## config.mk

```make
export PLATFORM = sky130hd
export DESIGN_NAME = ultrasonic_ranger_controller_unit
export DESIGN_NICKNAME = d
export VERILOG_FILES = /design/src/rtl/core/urc_pkg.sv /design/src/rtl/core/urc_dpath.sv /design/src/rtl/core/urc_ctrl.sv /design/src/rtl/core/ultrasonic_ranger_controller_unit.sv
export SDC_FILE = /design/constraint.sdc
export NUM_CORES = 2
export LEC_CHECK = 0
export BUFFER_PORTS_ARGS = -buffer_cell sky130_fd_sc_hd__buf_2
export CAP_MARGIN = 25
export CORE_ASPECT_RATIO = 0.8
export CORE_MARGIN = 2
export CORE_UTILIZATION = 28
export CTS_CLUSTER_SIZE = 16
export DETAILED_ROUTE_END_ITERATION = 8
export HOLD_SLACK_MARGIN = 0.05
export SYNTH_ARGS = -nofsm -noshare
export SYNTH_HDL_FRONTEND = slang
export SYNTH_SLANG_ARGS = --single-unit
```

## constraint.sdc

```tcl
create_clock -name i_clk -period 8.3 [get_ports i_clk]
set_input_delay 1.66 -clock i_clk [delete_from_list [all_inputs] [get_ports i_clk]]
set_output_delay 1.66 -clock i_clk [all_outputs]
set_load 0.01 [all_outputs]
```

## src/rtl/core/urc_pkg.sv

```systemverilog
`timescale 1ns / 1ps
// ---------------------------------------------------------------------------
// urc_pkg : shared types and constants of the ultrasonic ranger controller
// Command and status types between controller and datapath, plus the fixed
// ranging constants and reciprocals.
// ---------------------------------------------------------------------------
package urc_pkg;

    localparam int unsigned PERIOD_RESET = 25000;
    localparam int unsigned PULSE_RESET  = 3;
    localparam int unsigned SOUND_BASE   = 331300;
    localparam int unsigned SOUND_SLOPE  = 606;
    localparam int unsigned SPEED_SHIFT  = 5;        // prescaler 64 / 2
    localparam int unsigned DIV_TEN      = 10;
    localparam int unsigned DIV_KILO     = 1000;
    localparam int unsigned CFG_IDX_W    = 8;

    // working widths; each holds the largest value of its step
    localparam int unsigned ACC_W    = 30;   // scaled speed * echo width
    localparam int unsigned SLOPE_W  = 20;   // 606 * 1023
    localparam int unsigned SPEED_W  = 24;   // (331300 + 61993) * 32
    localparam int unsigned SCALED_W = 14;   // 12585376 / 1000

    // exact reciprocals: m = ceil(2^(n + clog2(d)) / d) for n-bit dividends
    localparam int unsigned TEN_SHIFT = SLOPE_W + $clog2(DIV_TEN);
    localparam longint unsigned TEN_RECIP =
        ((64'd1 << TEN_SHIFT) + 64'(DIV_TEN) - 64'd1) / 64'(DIV_TEN);
    localparam int unsigned TEN_RECIP_W = $clog2(TEN_RECIP + 64'd1);

    localparam int unsigned KILO_SHIFT = SPEED_W + $clog2(DIV_KILO);
    localparam longint unsigned KILO_RECIP =
        ((64'd1 << KILO_SHIFT) + 64'(DIV_KILO) - 64'd1) / 64'(DIV_KILO);
    localparam int unsigned KILO_RECIP_W = $clog2(KILO_RECIP + 64'd1);

    localparam logic [CFG_IDX_W-1:0] REG_PERIOD = CFG_IDX_W'(0);
    localparam logic [CFG_IDX_W-1:0] REG_PULSE  = CFG_IDX_W'(1);

    typedef enum logic [2:0] {
        OP_NONE,
        OP_TICK,    // one timer tick, load result
        OP_EMPTY,   // read with no data, load zero result
        OP_START,   // load 606*T, latch temperature
        OP_STEP,    // one distance step, picked by the step code
        OP_FINISH   // load distance result, clear ready flag
    } t_op;

    typedef enum logic [1:0] {
        STEP_TEN,   // speed = base + 606*T / 10, times 32
        STEP_KILO,  // speed*32 / 1000
        STEP_DUR,   // scaled * echo width
        STEP_CLK    // / CLOCK_KHZ
    } t_step;

    typedef struct packed {
        t_op   op;
        t_step step;
    } t_dp_cmd;

    typedef struct packed {
        logic ready_flag;
    } t_dp_status;

endpackage

```

## src/rtl/core/urc_dpath.sv

```systemverilog
`timescale 1ns / 1ps
// ---------------------------------------------------------------------------
// urc_dpath : ranger datapath
// Repeat timer, trigger and echo capture, config registers, the distance
// steps by reciprocal multiplication and the result registers.
// ---------------------------------------------------------------------------
module urc_dpath #(
    parameter int unsigned CLOCK_KHZ = 16000
) (
    input  logic                              i_clk,
    input  logic                              i_rst_n,
    input  urc_pkg::t_dp_cmd                  i_cmd_dp,
    output urc_pkg::t_dp_status               o_status,
    input  logic                              i_echo_level,
    input  logic [9:0]                        i_temperature_tenths,
    input  logic                              i_cfg_we,
    input  logic [urc_pkg::CFG_IDX_W-1:0]     i_cfg_index,
    input  logic [15:0]                       i_cfg_data,
    output logic                              o_trigger_level,
    output logic                              o_data_ready,
    output logic [15:0]                       o_distance_mm,
    output logic [9:0]                        o_temperature_out
);

    localparam int unsigned AW  = urc_pkg::ACC_W;
    localparam int unsigned SW  = urc_pkg::SPEED_W;
    localparam int unsigned TPW = urc_pkg::SLOPE_W + urc_pkg::TEN_RECIP_W;
    localparam int unsigned KPW = urc_pkg::SPEED_W + urc_pkg::KILO_RECIP_W;

    // reciprocal of the clock rate, exact for any AW-bit dividend
    localparam int unsigned CLK_SHIFT = AW + $clog2(CLOCK_KHZ);
    localparam longint unsigned CLK_RECIP =
        ((64'd1 << CLK_SHIFT) + 64'(CLOCK_KHZ) - 64'd1) / 64'(CLOCK_KHZ);
    localparam int unsigned CLK_RECIP_W = $clog2(CLK_RECIP + 64'd1);
    localparam int unsigned CPW = AW + CLK_RECIP_W;

    logic [15:0] r_period, r_pulse;
    logic [15:0] r_tick, n_tick;
    logic [15:0] r_start, r_dur;
    logic        r_flag, r_await, r_prev, r_trig;
    logic        n_trig;

    logic [AW-1:0]  r_acc, n_acc;
    logic [9:0]     r_temp;

    logic [15:0] r_o_dist;
    logic [9:0]  r_o_temp;
    logic        r_o_trig, r_o_rdy;

    logic        rise, fall;
    logic [urc_pkg::SLOPE_W-1:0] slope_prod;
    logic [TPW-1:0] ten_prod;
    logic [SW-1:0]  speed_sum;
    logic [SW-1:0]  speed_sh;
    logic [KPW-1:0] kilo_prod;
    logic [AW-1:0]  dur_prod;
    logic [CPW-1:0] clk_prod;

    // tick update
    always_comb begin
        n_tick = (r_tick == r_period) ? 16'd0 : r_tick + 16'd1;
        n_trig = r_trig;
        if (n_tick == r_period) n_trig = 1'b1;
        if (n_tick == r_pulse)  n_trig = 1'b0;
        rise = i_echo_level & ~r_prev;
        fall = ~i_echo_level & r_prev;
    end

    // one multiply per step; each quotient is a product shifted down
    always_comb begin
        slope_prod = urc_pkg::SLOPE_W'(urc_pkg::SOUND_SLOPE)
                   * urc_pkg::SLOPE_W'(i_temperature_tenths);
        ten_prod   = TPW'(r_acc[urc_pkg::SLOPE_W-1:0]) * TPW'(urc_pkg::TEN_RECIP);
        speed_sum  = SW'(urc_pkg::SOUND_BASE) + SW'(ten_prod >> urc_pkg::TEN_SHIFT);
        speed_sh   = speed_sum << urc_pkg::SPEED_SHIFT;
        kilo_prod  = KPW'(r_acc[SW-1:0]) * KPW'(urc_pkg::KILO_RECIP);
        dur_prod   = AW'(r_acc[urc_pkg::SCALED_W-1:0]) * AW'(r_dur);
        clk_prod   = CPW'(r_acc) * CPW'(CLK_RECIP);
        n_acc = r_acc;
        if (i_cmd_dp.op == urc_pkg::OP_START) begin
            n_acc = AW'(slope_prod);
        end else if (i_cmd_dp.op == urc_pkg::OP_STEP) begin
            unique case (i_cmd_dp.step)
                urc_pkg::STEP_TEN:  n_acc = AW'(speed_sh);
                urc_pkg::STEP_KILO: n_acc = AW'(kilo_prod >> urc_pkg::KILO_SHIFT);
                urc_pkg::STEP_DUR:  n_acc = dur_prod;
                urc_pkg::STEP_CLK:  n_acc = AW'(clk_prod >> CLK_SHIFT);
            endcase
        end
    end

    always_ff @(posedge i_clk) begin
        if (!i_rst_n) begin
            r_period <= 16'(urc_pkg::PERIOD_RESET);
            r_pulse  <= 16'(urc_pkg::PULSE_RESET);
            r_tick   <= '0;
            r_start  <= '0;
            r_dur    <= '0;
            r_flag   <= 1'b0;
            r_await  <= 1'b0;
            r_prev   <= 1'b0;
            r_trig   <= 1'b0;
        end else begin
            if (i_cfg_we) begin
                if (i_cfg_index == urc_pkg::REG_PERIOD) r_period <= i_cfg_data;
                if (i_cfg_index == urc_pkg::REG_PULSE)  r_pulse  <= i_cfg_data;
            end
            if (i_cmd_dp.op == urc_pkg::OP_TICK) begin
                r_tick <= n_tick;
                r_trig <= n_trig;
                r_prev <= i_echo_level;
                if (!r_await) begin
                    if (rise) begin
                        r_start <= n_tick;
                        r_await <= 1'b1;
                    end
                end else if (fall) begin
                    r_dur   <= n_tick - r_start;
                    r_flag  <= 1'b1;
                    r_await <= 1'b0;
                end
            end
            if (i_cmd_dp.op == urc_pkg::OP_FINISH) r_flag <= 1'b0;
        end
    end

    // payload registers, no reset
    always_ff @(posedge i_clk) begin
        r_acc <= n_acc;
        if (i_cmd_dp.op == urc_pkg::OP_START)
            r_temp <= i_temperature_tenths;
        unique case (i_cmd_dp.op)
            urc_pkg::OP_TICK: begin
                r_o_trig <= n_trig;
                r_o_rdy  <= r_flag | (r_await & fall);
                r_o_dist <= '0;
                r_o_temp <= '0;
            end
            urc_pkg::OP_EMPTY: begin
                r_o_trig <= r_trig;
                r_o_rdy  <= 1'b0;
                r_o_dist <= '0;
                r_o_temp <= '0;
            end
            urc_pkg::OP_FINISH: begin
                r_o_trig <= r_trig;
                r_o_rdy  <= 1'b1;
                r_o_dist <= (r_acc[AW-1:16] != '0) ? 16'hFFFF : r_acc[15:0];
                r_o_temp <= r_temp;
            end
            default: begin
                r_o_trig <= r_o_trig;
            end
        endcase
    end

    assign o_status.ready_flag = r_flag;

    assign o_trigger_level   = r_o_trig;
    assign o_data_ready      = r_o_rdy;
    assign o_distance_mm     = r_o_dist;
    assign o_temperature_out = r_o_temp;

endmodule

```

## src/rtl/core/urc_ctrl.sv

```systemverilog
`timescale 1ns / 1ps
// ---------------------------------------------------------------------------
// urc_ctrl : ranger controller
// Handshakes and the sequence of the distance steps on a read.
// ---------------------------------------------------------------------------
module urc_ctrl (
    input  logic                 i_clk,
    input  logic                 i_rst_n,
    input  logic                 i_in_valid,
    output logic                 o_in_ready,
    input  logic                 i_cmd,
    output logic                 o_out_valid,
    input  logic                 i_out_ready,
    input  urc_pkg::t_dp_status  i_status,
    output urc_pkg::t_dp_cmd     o_cmd_dp
);

    typedef enum logic [5:0] {
        ST_IDLE   = 6'b000001,
        ST_TEN    = 6'b000010,
        ST_KILO   = 6'b000100,
        ST_DUR    = 6'b001000,
        ST_CLK    = 6'b010000,
        ST_FINISH = 6'b100000
    } t_state;

    t_state r_state, n_state;
    logic   r_out_valid, n_out_valid;
    logic   in_acc;
    logic   load_out;

    assign o_in_ready = (r_state == ST_IDLE) && (!r_out_valid || i_out_ready);
    assign in_acc     = i_in_valid && o_in_ready;

    always_comb begin
        n_state       = r_state;
        o_cmd_dp.op   = urc_pkg::OP_NONE;
        o_cmd_dp.step = urc_pkg::STEP_TEN;
        unique case (r_state)
            ST_IDLE: begin
                if (in_acc) begin
                    if (!i_cmd) begin
                        o_cmd_dp.op = urc_pkg::OP_TICK;
                    end else if (i_status.ready_flag) begin
                        o_cmd_dp.op = urc_pkg::OP_START;
                        n_state     = ST_TEN;
                    end else begin
                        o_cmd_dp.op = urc_pkg::OP_EMPTY;
                    end
                end
            end
            ST_TEN: begin
                o_cmd_dp.op   = urc_pkg::OP_STEP;
                o_cmd_dp.step = urc_pkg::STEP_TEN;
                n_state       = ST_KILO;
            end
            ST_KILO: begin
                o_cmd_dp.op   = urc_pkg::OP_STEP;
                o_cmd_dp.step = urc_pkg::STEP_KILO;
                n_state       = ST_DUR;
            end
            ST_DUR: begin
                o_cmd_dp.op   = urc_pkg::OP_STEP;
                o_cmd_dp.step = urc_pkg::STEP_DUR;
                n_state       = ST_CLK;
            end
            ST_CLK: begin
                o_cmd_dp.op   = urc_pkg::OP_STEP;
                o_cmd_dp.step = urc_pkg::STEP_CLK;
                n_state       = ST_FINISH;
            end
            ST_FINISH: begin
                o_cmd_dp.op = urc_pkg::OP_FINISH;
                n_state     = ST_IDLE;
            end
            default: begin
                n_state = ST_IDLE;
            end
        endcase
    end

    assign load_out = (o_cmd_dp.op == urc_pkg::OP_TICK)
                   || (o_cmd_dp.op == urc_pkg::OP_EMPTY)
                   || (o_cmd_dp.op == urc_pkg::OP_FINISH);

    always_comb begin
        n_out_valid = r_out_valid;
        if (i_out_ready) n_out_valid = 1'b0;
        if (load_out)    n_out_valid = 1'b1;
    end

    always_ff @(posedge i_clk) begin
        if (!i_rst_n) begin
            r_state     <= ST_IDLE;
            r_out_valid <= 1'b0;
        end else begin
            r_state     <= n_state;
            r_out_valid <= n_out_valid;
        end
    end

    assign o_out_valid = r_out_valid;

endmodule

```

## src/rtl/core/ultrasonic_ranger_controller_unit.sv

```systemverilog
`timescale 1ns / 1ps
// ---------------------------------------------------------------------------
// ultrasonic_ranger_controller_unit : ultrasonic time-of-flight ranger
// Repeat timer with trigger pulse, echo edge capture and a temperature
// compensated distance read in millimetres.
// ---------------------------------------------------------------------------
//
//  channel  | direction | handshake               | payload
//  ---------+-----------+-------------------------+----------------------------
//  in       | sink      | i_in_valid / o_in_ready | cmd, echo_level, temp
//  out      | source    | o_out_valid/i_out_ready | trigger, ready, dist, temp
//  cfg      | sink      | i_cfg_valid/o_cfg_ready | index, data (16 bit)
//
//  A tick beat or a read beat with no data is taken from idle; the result is
//  registered and shown the cycle after acceptance.
//  A read beat with data runs in order: load 606*T, four single-multiply
//  steps (/10 by reciprocal plus base speed, /1000 by reciprocal, times the
//  echo width, /CLOCK_KHZ by reciprocal), then the result load.
//  A new beat is taken while a result waits, provided that result is taken
//  in the same cycle; a held output stalls the input.
//  Reset is synchronous, active low; config writes are always accepted.
//
module ultrasonic_ranger_controller_unit #(
    parameter int unsigned CLOCK_KHZ = 16000
) (
    input  logic                              i_clk,
    input  logic                              i_rst_n,
    // input beats
    input  logic                              i_in_valid,
    output logic                              o_in_ready,
    input  logic                              i_cmd,
    input  logic                              i_echo_level,
    input  logic [9:0]                        i_temperature_tenths,
    // result beats
    output logic                              o_out_valid,
    input  logic                              i_out_ready,
    output logic                              o_trigger_level,
    output logic                              o_data_ready,
    output logic [15:0]                       o_distance_mm,
    output logic [9:0]                        o_temperature_out,
    // config writes
    input  logic                              i_cfg_valid,
    output logic                              o_cfg_ready,
    input  logic [urc_pkg::CFG_IDX_W-1:0]     i_cfg_index,
    input  logic [15:0]                       i_cfg_data
);

    urc_pkg::t_dp_cmd    dp_cmd;
    urc_pkg::t_dp_status dp_status;

    // config port never stalls
    assign o_cfg_ready = 1'b1;

    urc_ctrl u_ctrl (
        .i_clk       (i_clk),
        .i_rst_n     (i_rst_n),
        .i_in_valid  (i_in_valid),
        .o_in_ready  (o_in_ready),
        .i_cmd       (i_cmd),
        .o_out_valid (o_out_valid),
        .i_out_ready (i_out_ready),
        .i_status    (dp_status),
        .o_cmd_dp    (dp_cmd)
    );

    // datapath: timer, capture, distance arithmetic, result registers
    urc_dpath #(
        .CLOCK_KHZ (CLOCK_KHZ)
    ) u_dpath (
        .i_clk                (i_clk),
        .i_rst_n              (i_rst_n),
        .i_cmd_dp             (dp_cmd),
        .o_status             (dp_status),
        .i_echo_level         (i_echo_level),
        .i_temperature_tenths (i_temperature_tenths),
        .i_cfg_we             (i_cfg_valid),
        .i_cfg_index          (i_cfg_index),
        .i_cfg_data           (i_cfg_data),
        .o_trigger_level      (o_trigger_level),
        .o_data_ready         (o_data_ready),
        .o_distance_mm        (o_distance_mm),
        .o_temperature_out    (o_temperature_out)
    );

endmodule

```

==> impl_metrics.toml <==
[status]
run_status = "finished, final reports clean"

[drt]
route.layer.met1.wl_mm = 65.3
drc_errors = 0
route.detailed.vias_per_inst = 4.77
vias_after_detailed_routing = 33200
drt_iter0_markers = 2355
routed_wirelength_mm = 135
met3RoutedLength_mm = 13.0
post_drt_wl_per_cell_um = 19.4
met2RoutedLength_mm = 54.9
maxUsedRoutingLayer = "met5"
drt-pass1-iter-count = 7
antenna_left = 0

[grt]
grt_max_degree = 91
grt_pass1_wl_mm = 207
global_route.usage.total = 0.168
grt_antenna_before_repair = 3
grt_overflow = 0
grt_pass1_vias = 33500

[power_and_ir_drop]
cellLeakagePower_nw = 24.4
power_per_cell_area_nw_per_um2 = 120
report.power.total_w = 0.00589
vdd.ir_drop.worst_mv = 0.278

[synth]
synth_edf_count = 57
post_synthesis_mux_area_share = 0.00915
synth_simple_gate_area_share = 0.0921
yosysTopAreaCellShare = 0.344
synthesized_area_fraction_occupied_by_adder_cells = 0.583
postSynthNetCount = 6312
mappedNetlistArea_um2 = 44300
synth_top_family_by_area = "adder cells"
yosys-top-cells-count = "1186 x sky130_fd_sc_hd__inv_1, 844 x sky130_fd_sc_hd__ha_1, 762 x sky130_fd_sc_hd__fa_1"
netlist.top_cell.by_area = "sky130_fd_sc_hd__fa_1"
yosys-top-cells-area = "sky130_fd_sc_hd__fa_1 34%, sky130_fd_sc_hd__ha_1 24%, sky130_fd_sc_hd__inv_1 10%"
yosysSeqAreaShare = 0.0847
synth_most_common_cell = "sky130_fd_sc_hd__inv_1"
synth_compound_gate_area_share = 0.0943
synth.yosys.warnings = 0
post_synth_arst_share = 0
synth_xor_area_frac = 0.0284
synth.ff_latch_count = 159
avgSynthCellArea_um2 = 9.50
synth.distinct_cells = 95
synthCells = 4665
postSynth.topFlopCell = "sky130_fd_sc_hd__dfxtp_1"

[clock_network]
cts-hold-fix-buffers = 0
cts_htree_levels = 4
cts_buffers = 17
clk_path_buf_depth = 2
clock_pin_slew_on_the_worst_setup_and_hold_paths_ns = 0.09
cts_tree = "yes"
worstSkewPairLatency_ns = 0.51
ctsRootBufferMaster = "sky130_fd_sc_hd__clkbuf_16"
clkSinkCount = 159

[critical_path]
critPathLaunchType = "flip-flop"
crit_required_ns = 8.57
crit_type = "reg -> reg"
timing.critical_path.fanout_max = 10
worstSetupEndpointType = "flip-flop"
crit_arrival_ns = 8.40

[place]
placedCellCount = 6900
detailed_place.area_um2 = 48100
dp.final_hpwl_mm = 117
buffer_ports.inserted = 70
gp_routability_congestion = 0.980

[timing]
skew_ns = 0.0182
slew_margin_rel = 0.277
fin_crit_ns = 8.13
tightestPinTransition_ns = 1.08
final_max_slew_viol_count = 0
timing.final.hold_violations = 0
timing.final.crit_share = 0.979
clock.fmax_ghz = 0.123
setup_violations = 0

[cells_and_area]
layout_cells_sized_above_1 = 0.0656
area.growth.synth_to_final_pct = 10.6
final_cell_area_um2 = 49000
num-fill-cells = 16400
nets = 6468
final_cells = 6947

[floorplanning]
dieWidth_um = 449
ports = 72
fp.dieArea_um2 = 161000
row_count = 130
floorplan.initialDensity = 0.282
die_height_um = 360
core-area_um2 = 157000

[flow_run]
max_cap_viol_count = 0

[min_path]
min_path_type = "reg -> reg"
-- final timing paths --
path / from / endpoint / slack (ns) / depth (start not counted)
max: u_dpath.r_acc[6] / u_dpath.r_acc[5] / 0.17 / 27
min: u_dpath.r_start[5] / u_dpath.r_start[5] / 0.46 / 2
min reg2reg: u_dpath.r_start[5] / u_dpath.r_start[5] / 0.46 / 2
max reg2reg: u_dpath.r_acc[6] / u_dpath.r_acc[5] / 0.17 / 27
-- final cells by class --
class	count	area, um2	share of cell area
flip-flops and latches	159	3750	0.0766
inverters	1187	4460	0.0911
clock inverters	15	208	0.00424
clock buffers	17	425	0.00868
diodes	1	2.50	0.0000511
well taps	2112	2640	0.0539
repair buffers	230	1620	0.0332
multi-input cells	3226	35900	0.732
-- kinds of logic (layout without fill, tap and decap cells) --
logic type                 count (synthesis)  in the layout
buffers and inverters                   1280           1449
DFF                                      159            159
xor gates and xnor gates                 142            142
muxes                                     40             40
AOI/OAI and AO/OA                        612            612
adders and majority gates               1606           1606
other                                      1              2
and+or+nand+nor                          825            825
-- what timing repair did --
item	CTS	global route
setup endpoints to repair	3	10
setup buffers	4	9
pin swaps	0	1
gates cloned	0	0
resized for setup	6	14
-- worst max-delay path: stages, from the launching register on --
cell and delay, ns:
sky130_fd_sc_hd__edfxtp_1 0.58, sky130_fd_sc_hd__buf_4 0.30, sky130_fd_sc_hd__ha_1 0.53, sky130_fd_sc_hd__inv_1 0.19
sky130_fd_sc_hd__fa_1 0.57, sky130_fd_sc_hd__inv_1 0.04, sky130_fd_sc_hd__ha_1 0.26, sky130_fd_sc_hd__inv_1 0.05
sky130_fd_sc_hd__fa_1 0.50, sky130_fd_sc_hd__inv_1 0.06, sky130_fd_sc_hd__fa_1 0.48, sky130_fd_sc_hd__fa_1 0.49
sky130_fd_sc_hd__inv_1 0.05, sky130_fd_sc_hd__fa_1 0.47, sky130_fd_sc_hd__inv_1 0.04, sky130_fd_sc_hd__ha_1 0.30
sky130_fd_sc_hd__a21oi_1 0.24, sky130_fd_sc_hd__o31ai_1 0.15, sky130_fd_sc_hd__a21o_1 0.21, sky130_fd_sc_hd__o21a_1 0.25
sky130_fd_sc_hd__o21bai_1 0.30, sky130_fd_sc_hd__nand2_1 0.09, sky130_fd_sc_hd__a21oi_1 0.25, sky130_fd_sc_hd__xor2_2 0.47
sky130_fd_sc_hd__o21ai_0 0.21, sky130_fd_sc_hd__a21oi_1 0.23, sky130_fd_sc_hd__o21ai_0 0.26, sky130_fd_sc_hd__buf_4 0.28
-- power breakdown --
group	switching, W	total (W)	internal, W
Sequential	0.00000768	0.000822	0.000814
Clock	0.000470	0.000888	0.000418
Combinational	0.00253	0.00418	0.00165
Total	0.00301	0.00589	0.00288
-- metal layers --
layer | track usage | up-vias
met4 | 0.0242 | 2
met2 | 0.237 | 1049
li1 | - | 15200
met5 | 0 | -
met3 | 0.0527 | 77
met1 | 0.253 | 16800
-- placed cells by master, fill, tap and decap left out, types with 14 or more instances in the layout --
cell                        Yosys  layout
sky130_fd_sc_hd__a211oi_1      18      18
sky130_fd_sc_hd__o21bai_1      14      14
sky130_fd_sc_hd__o22ai_1       15      15
sky130_fd_sc_hd__dfxtp_1      102     102
sky130_fd_sc_hd__nor2_1        87      86
sky130_fd_sc_hd__mux2i_1       36      36
sky130_fd_sc_hd__or3_1         14      14
sky130_fd_sc_hd__nor2b_1       50      50
sky130_fd_sc_hd__nand2b_1      27      27
sky130_fd_sc_hd__xnor2_1       88      88
sky130_fd_sc_hd__ha_1         844     839
sky130_fd_sc_hd__o21a_1        40      40
sky130_fd_sc_hd__buf_2          5      70
sky130_fd_sc_hd__a31oi_1       26      24
sky130_fd_sc_hd__edfxtp_1      57      57
sky130_fd_sc_hd__and3_1        20      20
sky130_fd_sc_hd__clkbuf_16      0      17
sky130_fd_sc_hd__inv_1       1186    1183
sky130_fd_sc_hd__nand2_1      343     343
sky130_fd_sc_hd__nor3_1        33      31
sky130_fd_sc_hd__fa_1         762     762
sky130_fd_sc_hd__nand3_1       47      47
sky130_fd_sc_hd__a21boi_0      41      41
sky130_fd_sc_hd__a21o_1        67      67
sky130_fd_sc_hd__xor2_1        52      51
sky130_fd_sc_hd__nand4_1       35      35
sky130_fd_sc_hd__and2_1       111     111
sky130_fd_sc_hd__buf_4          1     152
sky130_fd_sc_hd__o21ai_0       96      95
sky130_fd_sc_hd__a21oi_1      145     144
-- stage by stage --
stage / worst slack (ns) / util / setup TNS [ns] / hold WS, ns
final: 0.173 / 0.312 / 0 / 0.460
after global routing: -0.0650 / 0.312 / -0.0650 / 0.496
after CTS: 0.0415 / 0.311 / 0 / 0.461
after detailed placement: -0.328 / 0.306 / -0.458 / 0.449
after global placement: -0.298 / 0.306 / -0.320 / 0.443
after floorplan: 0.882 / - / 0 / 0.435
-- flip-flops by register name, indices dropped and copies added (netlist names), 16 cells and up --
signal / flops
u_dpath.o_distance_mm: 16
u_dpath.r_acc: 30
u_dpath.r_dur: 16
u_dpath.r_period: 16
u_dpath.r_pulse: 16
u_dpath.r_start: 16
u_dpath.r_tick: 16
Power figures use the tool's default switching activity.
